--- src/rtl/a32x_pkg.sv ---
// shared types, decode constants and register indexes for the a32 execute unit
package a32x_pkg;

   localparam int unsigned XLEN      = 32;
   localparam int unsigned NUM_REGS  = 16;
   localparam int unsigned REG_AW    = 4;
   localparam int unsigned CSR_AW    = 3;
   localparam int unsigned REQ_DW    = 64;
   localparam int unsigned RSP_DW    = 136;
   localparam int unsigned RSP_UW    = 2;

   // architectural register numbers
   localparam logic [REG_AW-1:0] REG_R0 = 4'd0;
   localparam logic [REG_AW-1:0] REG_R1 = 4'd1;
   localparam logic [REG_AW-1:0] REG_R2 = 4'd2;
   localparam logic [REG_AW-1:0] REG_R3 = 4'd3;
   localparam logic [REG_AW-1:0] REG_SP = 4'd13;
   localparam logic [REG_AW-1:0] REG_LR = 4'd14;
   localparam logic [REG_AW-1:0] REG_PC = 4'd15;

   // configuration register indexes
   localparam logic [CSR_AW-1:0] CSR_START_PC  = 3'd0;
   localparam logic [CSR_AW-1:0] CSR_STACK_TOP = 3'd1;
   localparam logic [CSR_AW-1:0] CSR_ARG_ZERO  = 3'd2;
   localparam logic [CSR_AW-1:0] CSR_ARG_ONE   = 3'd3;
   localparam logic [CSR_AW-1:0] CSR_ARG_TWO   = 3'd4;
   localparam logic [CSR_AW-1:0] CSR_ARG_THREE = 3'd5;

   // instruction field codes
   localparam logic [23:0] BX_PATTERN  = 24'h12FFF1;
   localparam logic [3:0]  OPC_ADD     = 4'b0100;
   localparam logic [3:0]  OPC_SUB     = 4'b0010;
   localparam logic [3:0]  OPC_MOV     = 4'b1101;
   localparam logic [3:0]  OPC_CMP     = 4'b1010;
   localparam logic [2:0]  BRANCH_CODE = 3'b101;
   localparam logic [3:0]  COND_EQ     = 4'b0000;
   localparam logic [3:0]  COND_LT     = 4'b1011;
   localparam logic [3:0]  COND_GT     = 4'b1100;
   localparam logic [3:0]  COND_LE     = 4'b1101;
   localparam logic [1:0]  OP_DATA     = 2'b00;
   localparam logic [1:0]  OP_MEM      = 2'b01;

   // request kinds
   localparam logic REQ_INSTR = 1'b0;
   localparam logic REQ_LOAD  = 1'b1;

   // memory operation codes
   localparam logic [1:0] MEM_NONE  = 2'd0;
   localparam logic [1:0] MEM_LDW   = 2'd1;
   localparam logic [1:0] MEM_LDB   = 2'd2;
   localparam logic [1:0] MEM_STW   = 2'd3;

   typedef logic [XLEN-1:0] word_type;
   typedef word_type [NUM_REGS-1:0] reg_array_type;

   // architectural state seen by the execute logic
   typedef struct packed {
      logic              flag_n;
      logic              flag_z;
      logic              load_pending;
      logic [REG_AW-1:0] load_dest;
      logic              load_is_byte;
   } ctrl_state_type;

   // state update produced for one transaction
   typedef struct packed {
      logic              wr_en;
      logic [REG_AW-1:0] wr_addr;
      word_type          wr_data;
      logic              pc_en;
      word_type          pc_data;
      logic              lr_en;
      word_type          lr_data;
      logic              flags_en;
      logic              flag_n;
      logic              flag_z;
      logic              load_set;
      logic              load_clr;
      logic [REG_AW-1:0] load_dest;
      logic              load_is_byte;
   } update_type;

   // one result transaction
   typedef struct packed {
      word_type   next_pc;
      logic [1:0] mem_op;
      word_type   mem_addr;
      word_type   store_value;
      logic       halted;
      word_type   return_value;
      logic       bad_instr;
   } rsp_item_type;

endpackage

--- src/rtl/a32x_state.sv ---
// register file, flags and pending load tracking for the a32 execute unit
module a32x_state
   import a32x_pkg::*;
(
   input  logic                clock,
   input  logic                reset,
   input  logic                csr_we,
   input  logic [CSR_AW-1:0]   csr_index,
   input  word_type            csr_wdata,
   input  logic                step_en,
   input  update_type          upd,
   output reg_array_type       regs,
   output ctrl_state_type      ctrl
);

   reg_array_type  regs_ff;
   ctrl_state_type ctrl_ff;

   assign regs = regs_ff;
   assign ctrl = ctrl_ff;

   // register file writes: configuration first, otherwise instruction results
   always_ff @(posedge clock) begin
      if (reset) begin
         regs_ff <= '0;
      end else if (csr_we) begin
         case (csr_index)
            CSR_START_PC:  regs_ff[REG_PC] <= csr_wdata;
            CSR_STACK_TOP: regs_ff[REG_SP] <= csr_wdata;
            CSR_ARG_ZERO:  regs_ff[REG_R0] <= csr_wdata;
            CSR_ARG_ONE:   regs_ff[REG_R1] <= csr_wdata;
            CSR_ARG_TWO:   regs_ff[REG_R2] <= csr_wdata;
            CSR_ARG_THREE: regs_ff[REG_R3] <= csr_wdata;
            default: ;
         endcase
      end else if (step_en) begin
         if (upd.wr_en) begin
            regs_ff[upd.wr_addr] <= upd.wr_data;
         end
         if (upd.lr_en) begin
            regs_ff[REG_LR] <= upd.lr_data;
         end
         if (upd.pc_en) begin
            regs_ff[REG_PC] <= upd.pc_data;
         end
      end
   end

   // flags and load tracking
   always_ff @(posedge clock) begin
      if (reset) begin
         ctrl_ff <= '0;
      end else if (step_en) begin
         if (upd.flags_en) begin
            ctrl_ff.flag_n <= upd.flag_n;
            ctrl_ff.flag_z <= upd.flag_z;
         end
         if (upd.load_set) begin
            ctrl_ff.load_pending <= 1'b1;
            ctrl_ff.load_dest    <= upd.load_dest;
            ctrl_ff.load_is_byte <= upd.load_is_byte;
         end else if (upd.load_clr) begin
            ctrl_ff.load_pending <= 1'b0;
         end
      end
   end

endmodule

--- src/rtl/a32x_exec.sv ---
// decode and execute of one instruction or load return, purely combinational
module a32x_exec
   import a32x_pkg::*;
(
   input  logic            req_kind,
   input  word_type        instr_word,
   input  word_type        load_data,
   input  reg_array_type   regs,
   input  ctrl_state_type  ctrl,
   output update_type      upd,
   output rsp_item_type    item
);

   word_type          pc;
   word_type          pc_plus4;
   word_type          opnd;
   word_type          rn_val;
   word_type          rm_val;
   word_type          diff;
   word_type          br_off;
   word_type          new_pc;
   word_type          new_r0;
   logic [REG_AW-1:0] rd;
   logic [REG_AW-1:0] rn;
   logic [REG_AW-1:0] rm;
   logic [1:0]        op;
   logic [3:0]        opc;
   logic [3:0]        cond;
   logic              mov_go;
   logic              br_taken;
   logic              is_byte;

   // instruction fields and operands
   always_comb begin
      pc       = regs[REG_PC];
      pc_plus4 = pc + word_type'(4);
      rd       = instr_word[15:12];
      rn       = instr_word[19:16];
      rm       = instr_word[3:0];
      op       = instr_word[27:26];
      opc      = instr_word[24:21];
      cond     = instr_word[31:28];
      rn_val   = regs[rn];
      rm_val   = regs[rm];
      opnd     = instr_word[25] ? {24'd0, instr_word[7:0]} : rm_val;
      diff     = rn_val - opnd;
      br_off   = {{6{instr_word[23]}}, instr_word[23:0], 2'b00};
      is_byte  = instr_word[22];
   end

   // condition evaluation for conditional move and branch
   always_comb begin
      case (cond)
         COND_LE: mov_go = ctrl.flag_z | ctrl.flag_n;
         COND_GT: mov_go = ~ctrl.flag_n & ~ctrl.flag_z;
         default: mov_go = 1'b1;
      endcase
      case (cond)
         COND_EQ: br_taken = ctrl.flag_z;
         COND_LT: br_taken = ctrl.flag_n;
         default: br_taken = 1'b1;
      endcase
   end

   // state update and memory request
   always_comb begin
      upd              = '0;
      item             = '0;
      item.mem_op      = MEM_NONE;
      if (req_kind == REQ_LOAD) begin
         if (ctrl.load_pending) begin
            upd.wr_en    = 1'b1;
            upd.wr_addr  = ctrl.load_dest;
            upd.wr_data  = ctrl.load_is_byte ? {24'd0, load_data[7:0]} : load_data;
            upd.load_clr = 1'b1;
         end
      end else if (!ctrl.load_pending) begin
         if (instr_word[27:4] == BX_PATTERN) begin
            upd.pc_en   = 1'b1;
            upd.pc_data = rm_val;
         end else if (op == OP_DATA && opc == OPC_ADD) begin
            upd.wr_en   = 1'b1;
            upd.wr_addr = rd;
            upd.wr_data = rn_val + opnd;
            upd.pc_en   = (rd != REG_PC);
            upd.pc_data = pc_plus4;
         end else if (op == OP_DATA && opc == OPC_SUB) begin
            upd.wr_en   = 1'b1;
            upd.wr_addr = rd;
            upd.wr_data = diff;
            upd.pc_en   = (rd != REG_PC);
            upd.pc_data = pc_plus4;
         end else if (op == OP_DATA && opc == OPC_MOV) begin
            upd.wr_en   = mov_go;
            upd.wr_addr = rd;
            upd.wr_data = opnd;
            upd.pc_en   = !mov_go || (rd != REG_PC);
            upd.pc_data = pc_plus4;
         end else if (op == OP_MEM && !instr_word[20]) begin
            item.mem_op      = MEM_STW;
            item.mem_addr    = rn_val;
            item.store_value = regs[rd];
            upd.pc_en        = (rd != REG_PC);
            upd.pc_data      = pc_plus4;
         end else if (op == OP_MEM) begin
            item.mem_op       = is_byte ? MEM_LDB : MEM_LDW;
            item.mem_addr     = is_byte ? rn_val + {24'd0, instr_word[7:0]} : rn_val;
            upd.load_set      = 1'b1;
            upd.load_dest     = rd;
            upd.load_is_byte  = is_byte;
            upd.pc_en         = (rd != REG_PC);
            upd.pc_data       = pc_plus4;
         end else if (op == OP_DATA && opc == OPC_CMP) begin
            upd.flags_en = 1'b1;
            upd.flag_z   = (diff == '0);
            upd.flag_n   = diff[XLEN-1];
            upd.pc_en    = 1'b1;
            upd.pc_data  = pc_plus4;
         end else if (instr_word[27:25] == BRANCH_CODE) begin
            upd.pc_en   = 1'b1;
            upd.pc_data = br_taken ? pc + word_type'(8) + br_off : pc_plus4;
            upd.lr_en   = br_taken & instr_word[24];
            upd.lr_data = pc_plus4;
         end else begin
            item.bad_instr = 1'b1;
         end
      end

      // values after this transaction for the result
      if (upd.pc_en) begin
         new_pc = upd.pc_data;
      end else if (upd.wr_en && upd.wr_addr == REG_PC) begin
         new_pc = upd.wr_data;
      end else begin
         new_pc = pc;
      end
      if (upd.wr_en && upd.wr_addr == REG_R0) begin
         new_r0 = upd.wr_data;
      end else begin
         new_r0 = regs[REG_R0];
      end
      item.next_pc      = new_pc;
      item.halted       = (new_pc == '0);
      item.return_value = (new_pc == '0) ? new_r0 : '0;
   end

endmodule

--- src/rtl/a32x_out_queue.sv ---
// result register with a skid entry that takes one more input during a stall
module a32x_out_queue
   import a32x_pkg::*;
(
   input  logic          clock,
   input  logic          reset,
   input  logic          push,
   input  rsp_item_type  push_item,
   output logic          can_push,
   output logic          out_valid,
   input  logic          out_ready,
   output rsp_item_type  out_item
);

   logic         main_valid_ff;
   logic         skid_valid_ff;
   rsp_item_type main_ff;
   rsp_item_type skid_ff;
   logic         pop;

   assign pop       = main_valid_ff & out_ready;
   assign can_push  = ~skid_valid_ff;
   assign out_valid = main_valid_ff;
   assign out_item  = main_ff;

   // occupancy control
   always_ff @(posedge clock) begin
      if (reset) begin
         main_valid_ff <= 1'b0;
         skid_valid_ff <= 1'b0;
      end else if (skid_valid_ff) begin
         if (pop) begin
            skid_valid_ff <= 1'b0;
         end
      end else if (push) begin
         if (main_valid_ff && !pop) begin
            skid_valid_ff <= 1'b1;
         end else begin
            main_valid_ff <= 1'b1;
         end
      end else if (pop) begin
         main_valid_ff <= 1'b0;
      end
   end

   // payload movement
   always_ff @(posedge clock) begin
      if (skid_valid_ff) begin
         if (pop) begin
            main_ff <= skid_ff;
         end
      end else if (push) begin
         if (main_valid_ff && !pop) begin
            skid_ff <= push_item;
         end else begin
            main_ff <= push_item;
         end
      end
   end

endmodule

--- src/rtl/a32_subset_execute_unit.sv ---
// top level of the a32 subset execute unit
//
//  channel  | direction | content
//  ---------+-----------+-------------------------------------------------------
//  req_*    | in        | instruction word or load return, one per transaction
//  rsp_*    | out       | next pc, memory request, halt and error status
//  csr_*    | in        | start pc, stack top and argument register writes
//
// one transaction per cycle while rsp does not stall; each result is registered
// in the result register, or in the skid entry if rsp stalls.
// a result register plus a skid entry let one more request in while rsp stalls.
// synchronous active-high reset clears all registers, flags and load tracking.
module a32_subset_execute_unit
   import a32x_pkg::*;
(
   input  logic                clock,
   input  logic                reset,
   input  logic                req_tvalid,
   output logic                req_tready,
   input  logic [REQ_DW-1:0]   req_tdata,   // instr_word, load_data
   input  logic                req_tuser,   // req_type
   output logic                rsp_tvalid,
   input  logic                rsp_tready,
   output logic [RSP_DW-1:0]   rsp_tdata,   // next_pc, mem_addr, store_value,
                                            // halted, return_value, bad_instr, zero pad
   output logic [RSP_UW-1:0]   rsp_tuser,   // mem_op
   input  logic                csr_we,
   input  logic [CSR_AW-1:0]   csr_index,
   input  word_type            csr_wdata
);

   reg_array_type  regs;
   ctrl_state_type ctrl;
   update_type     upd;
   rsp_item_type   item;
   rsp_item_type   out_item;
   logic           can_push;
   logic           step_en;

   assign req_tready = can_push;
   assign step_en    = req_tvalid & can_push;

   // architectural state
   a32x_state u_state (
      .clock     (clock),
      .reset     (reset),
      .csr_we    (csr_we),
      .csr_index (csr_index),
      .csr_wdata (csr_wdata),
      .step_en   (step_en),
      .upd       (upd),
      .regs      (regs),
      .ctrl      (ctrl)
   );

   // execute
   a32x_exec u_exec (
      .req_kind   (req_tuser),
      .instr_word (req_tdata[31:0]),
      .load_data  (req_tdata[63:32]),
      .regs       (regs),
      .ctrl       (ctrl),
      .upd        (upd),
      .item       (item)
   );

   // result staging
   a32x_out_queue u_out (
      .clock     (clock),
      .reset     (reset),
      .push      (step_en),
      .push_item (item),
      .can_push  (can_push),
      .out_valid (rsp_tvalid),
      .out_ready (rsp_tready),
      .out_item  (out_item)
   );

   // pack result fields
   assign rsp_tuser = out_item.mem_op;
   assign rsp_tdata = {6'd0,
                       out_item.bad_instr,
                       out_item.return_value,
                       out_item.halted,
                       out_item.store_value,
                       out_item.mem_addr,
                       out_item.next_pc};

endmodule
--- config.mk ---
export PLATFORM = sky130hd
export DESIGN_NAME = a32_subset_execute_unit
export DESIGN_NICKNAME = d
export VERILOG_FILES = /design/src/rtl/a32x_pkg.sv /design/src/rtl/a32x_state.sv /design/src/rtl/a32x_exec.sv /design/src/rtl/a32x_out_queue.sv /design/src/rtl/a32_subset_execute_unit.sv
export SDC_FILE = /design/constraint.sdc
export NUM_CORES = 2
export LEC_CHECK = 0
export BUFFER_PORTS_ARGS = -buffer_cell sky130_fd_sc_hd__buf_2
export CAP_MARGIN = 15
export CORE_ASPECT_RATIO = 0.75
export CORE_UTILIZATION = 40
export CTS_CLUSTER_DIAMETER = 100
export CTS_CLUSTER_SIZE = 8
export DETAILED_ROUTE_END_ITERATION = 8
export GPL_ROUTABILITY_DRIVEN = 0
export PLACE_DENSITY = 0.56
export SLEW_MARGIN = 5
export SYNTH_ARGS = -nofsm -noshare
export SYNTH_HDL_FRONTEND = slang
export SYNTH_SLANG_ARGS = --single-unit
--- constraint.sdc ---
create_clock -name clock -period 30 [get_ports clock]
set_input_delay 9 -clock clock [delete_from_list [all_inputs] [get_ports clock]]
set_output_delay 9 -clock clock [all_outputs]
set_load 0.05 [all_outputs]
Word-level counts from Yosys, hierarchy flattened
Index checks and enable logic that the tools add are counted.

word-level totals
  logic and storage cells = 221
  bits in read-only memories = 0
  memories = 0
  RAM bits = 0
  bits in latches = 0
  register bits after elaboration = 786

operators by class
  eq/ne operators = 26
  div/mod/pow operators = 0
  bitwise gates (word level) = 9
  shifts and indexed selects = 0
  $lt $le $gt $ge = 5
  add/subtract/negate cells = 6
  mux-type cells = 98
  multipliers = 0
  reduce and logical (&&, ||, !) cells = 40

operators with widths
  operator                                                                 number
  512-bit two-way mux                                                      2
  32-bit two-way mux                                                       23
  132-bit two-way mux                                                      4
  512-bit bitwise mux                                                      1
  66-bit two-way mux                                                       7
  32-bit binary-select mux with 4-bit select                               3
  37-bit two-way mux                                                       9
  70-bit two-way mux                                                       3
  33-bit two-way mux                                                       6
  32-bit demux with 4-bit select                                           1
  128-bit two-way mux                                                      1
  107-bit two-way mux                                                      1
  34-bit two-way mux                                                       2
  32-bit adder                                                             2
  32-bit logical NOT                                                       2
  5-bit two-way mux                                                        8
  36-bit two-way mux                                                       1
  3-bit AND reduction                                                      11
  32-bit by 3-bit adder with 32-bit output, second input constant          1
  32-bit by 4-bit adder with 32-bit output, second input constant          1
  32-bit by 8-bit adder with 32-bit output                                 1
  32-bit subtractor                                                        1
  24-bit by 21-bit equality test with 1-bit output, second input constant  1
  4-bit equality test, second input constant                               6
  other kinds (27)                                                         86

Depth between registers and ports, before layout
  word-level depth = 23
  depth in mapped cells = 28
  gate-level depth less buffers = 19

Modules after synthesis
From an unflattened synthesis, not the netlist that was laid out.

second synthesis, totals
  cell total of the unflattened synthesis = 5,640
  area total of the unflattened synthesis = 53,969.3 µm²

modules (own cells, without submodules)
  module                   instances  cells an instance  area each (µm²)
  a32x_exec                1          2,698              23,998.0
  a32x_state               1          2,510              20,199.4
  a32x_out_queue           1          424                9,716.8
  a32_subset_execute_unit  1          8                  55.1

Worst setup path before layout
Ideal clock, no wire load.

  kind = in2reg
  start point = input req_tdata[16]
  end point = register u_out.main_ff (netlist bit u_out.out_item[10]) (data pin)
  slack = 13.495 ns
  stages on the path = 22
  library setup time = 0.268 ns
  data arrival time = 16.237 ns
  path through = buf_2 > buf_1 > clkbuf_1 > clkbuf_1 > buf_1 > mux4_2 > mux4_2 > ha_1 > clkbuf_1 > o2111ai_1 > a211oi_1 > o21ai_0 > a311oi_1 > nor2_1 > and3_1 > a2111oi_2 > a22oi_1 > nand3_1 > or3_1 > buf_1 > clkbuf_1 > o31ai_1

RTL lines
  what                  line                           RTL
  start, declared       a32_subset_execute_unit.sv:20  input logic [REQ_DW-1:0] req_tdata,
  end signal, assigned  a32x_out_queue.sv:50           main_ff <= skid_ff;
  end signal, assigned  a32x_out_queue.sv:56           main_ff <= push_item;
  end, declared         a32x_out_queue.sv:17           rsp_item_type main_ff;

==> impl_metrics.tcl <==
set metrics [dict create \
    maxSlewHeadroom_pct 11.2 \
    synth.largest_area_cell "dfxtp_1" \
    reg2reg_slack_ps 21420 \
    grt_usage_pct 36.5 \
    hold_depth 2 \
    vdd_ir_drop_max_uv 48.2 \
    wl_met1_um 95000 \
    grt_overflow_total 0 \
    rsz0062_at_grt "false" \
    ctsHoldBuffers 0 \
    seqCellArea_um2 18400 \
    final_hold_viol_count 0 \
    drv_slew 0 \
    fillers 12696 \
    r2r-start "u_state.regs[480]" \
    syn_area_per_cell_um2 9.27 \
    wl_met3_um 39900 \
    synth_fa_ha_area_share_pct 3.16 \
    setup-tns-final_ps 0 \
    drc_errors 28 \
    period_needed_ps 17900 \
    yosys.area.top_type_share_pct 19.6 \
    synth-edff-count 264 \
    hold_start "u_state.regs[334]" \
    cp-start-kind "primary input" \
    port_buffers 238 \
    ios 245 \
    post-cts-setup-buffers 0 \
    synth-main-ff-cell "dfxtp_1" \
    synthXorXnorAreaFrac_pct 1.87 \
    via_count 51697 \
    violations "design-rule violations" \
    synthTopCellsByArea "dfxtp_1, mux4_2, edfxtp_1" \
    cts-root-buf "clkbuf_16" \
    cp_slowest_cell "buf_4" \
    worstSetupEndpointType "register" \
    r2r_end "u_out.out_item[14]" \
    dp_hpwl_um 173000 \
    synth.distinct_cells 99 \
    syn2layout_area_growth_pct 11.5 \
    antenna_found_initial 10 \
    clk-insertion-delay-late_ps 780 \
    cts.sinks 786 \
    htree_levels 3 \
    p_leak_nw 21.0 \
    grt_max_degree 152 \
    dr.pass1.iters 9 \
    first_iter_violations 8690 \
    max_freq_mhz 55.9 \
    setup_violations 0 \
    maxCapViolCount 0 \
    synth_compound_area_share_pct 17.5 \
    post_cts_resize_count 0 \
    core_area_um2 132000 \
    power_density_nw_per_um2 48.1 \
    crit_path_max_incr_delay_ps 850 \
    min_path_type "register to register" \
    tightest_slew_ps 1320 \
    async_reset_ff_share_pct 0 \
    ys_warn_count 0 \
    multi_input_area_um2 32700 \
    yosys.area_share.simple_pct 16.6 \
    drtAntennaViolNets 0 \
    wl_per_cell_um 33.5 \
    syn_area_um2 53300 \
    die_area_um2 135000 \
    via_per_inst 6.83 \
    cts.clk_slew.worst_paths_ps 50 \
    path_class "primary input to register" \
    cts_buffers 109 \
    drt_wl_total_um 253000 \
    routed-wl-met2_um 98500 \
    r2r_cells 20 \
    finClkSkew_ps 45.8 \
    grt_pass1_vias 47392 \
    cts_tree "done" \
    die_w_um 423 \
    ys_ff_latch 786 \
    drive_gt1_share_pct 19.4 \
    worstHoldEndpoint "u_state.regs[334]" \
    grt_first_pass_wirelength_um 356000 \
    cp.arrival_ps 18470 \
    routed.top_layer "met5" \
    fin_util_pct 45.1 \
    status "finished, violations left" \
    cp_max_fo 66 \
    fin_crit_sh_pct 59.7 \
    start_util_pct 40.5 \
    synth_mux_area_share_pct 21.8 \
    cts.path.max_buffers 3 \
    required_ps 30570 \
    die-height_um 318 \
    finalNetCount 5980 \
    path_cells "clkbuf_8 > buf_4 > mux4_2 > mux2_2 > o21ai_0 > inv_1 > ha_1 > or4_1 > a31oi_1 > o21ai_0 > a2111oi_0 > a21oi_2 > o22ai_1 > nor2_1 > or4_1 > nor4_1 > nand4_1 > buf_4 > o31ai_1" \
    synth_top_family_by_area "multiplexers" \
    rows 115 \
    yosysSeqAreaShare_pct 34.5 \
    syn_inst 5745 \
]
report_power, final:
part	internal [mW]	switching, mW
registers	1.13	0.0242
clock network	0.682	0.516
logic	0.142	0.367
total	1.95	0.907
area by class of cell:
cell class | count | area share [%]
Clock inverter | 7 | 0.219
Tap cell | 1755 | 3.70
Timing Repair Buffer | 398 | 4.22
Clock buffer | 168 | 5.07
Inverter | 107 | 0.678
Multi-Input combinational cell | 4341 | 55.1
Antenna cell | 9 | 0.0379
Sequential cell | 786 | 31.0
worst max-delay path, delay by kind of cell:
family / cells / cell delay (ps)
AOI/OAI and AO/OA: 7 / 2990
and+or+nand+nor: 5 / 2630
buffers and inverters: 4 / 2090
muxes: 2 / 880
adders and majority gates: 1 / 620
layout by cell type, fill, tap and decap left out, types with 103 or more instances in the layout:
cell type    n
buf_2      228
buf_4      154
a21oi_1    552
nor3_1     103
a221oi_1   112
mux4_2     431
clkbuf_16  112
dfxtp_1    521
nor2_1     562
nand2_1    941
o21ai_0    213
edfxtp_1   264
ha_1       128
cells in the mapped netlist, types with 73 or more instances:
cell type / instances
xnor2_1: 73
a21oi_1: 555
o31ai_1: 81
ha_1: 128
mux4_2: 431
a221oi_1: 112
mux2_2: 80
nor3_1: 106
o21ai_0: 217
clkbuf_1: 414
mux2i_1: 100
nor2_1: 578
edfxtp_1: 264
dfxtp_1: 522
inv_1: 101
nand2_1: 942
registers in the layout, indices dropped and copies added (netlist names):
name                 flops
u_out.skid_ff          132
u_out.out_item         132
u_out.skid_valid_ff      1
u_state.ctrl             8
u_out.out_valid          1
u_state.regs           512
per-layer routing:
layer,GRT usage (%),vias to the layer above
met1,47.8,25152
met4,23.6,10
met5,1.28,-
li1,-,21412
met2,48.4,4179
met3,15.8,944
worst max path at each step:
stage | startpoint | to | slack [ps] | cells past startpoint
after floorplan | req_tdata[16] | u_out.out_item[10] | 13490 | 22
after global placement | req_tdata[16] | u_out.out_item[21] | 12040 | 17
after detailed placement | req_tdata[16] | u_out.out_item[13] | 11910 | 19
after CTS | req_tdata[16] | u_out.out_item[14] | 12730 | 19
after global routing | req_tdata[16] | u_out.out_item[32] | 12080 | 19
final | req_tdata[16] | u_out.out_item[14] | 12100 | 19
kinds of logic after synthesis:
| logic type | Yosys count |
|---|---|
| AND/OR/NAND/NOR | 2030 |
| AO/OA/AOI/OAI | 1448 |
| flip-flops | 786 |
| buffers and inverters | 623 |
| multiplexers | 611 |
| adder cells (fa/ha/maj) | 132 |
| XOR/XNOR | 114 |
| other | 1 |
per-stage QoR:
stage / worst slack [ps] / hold WS [ps] / std cells / power (mW) / cell area, µm²
4_1_cts: 12730 / 477 / 7548 / 2.84 / 59200
3_3_place_gp: 12040 / 465 / 7373 / 1.66 / 56100
6_report: 12100 / 481 / 7571 / 2.86 / 59400
2_1_floorplan: 13490 / 449 / 5750 / 1.49 / 53300
5_1_grt: 12080 / 496 / 7563 / 2.93 / 59400
3_5_place_dp: 11910 / 471 / 7373 / 1.66 / 56100
No activity file was read; power rests on OpenSTA's default activity.
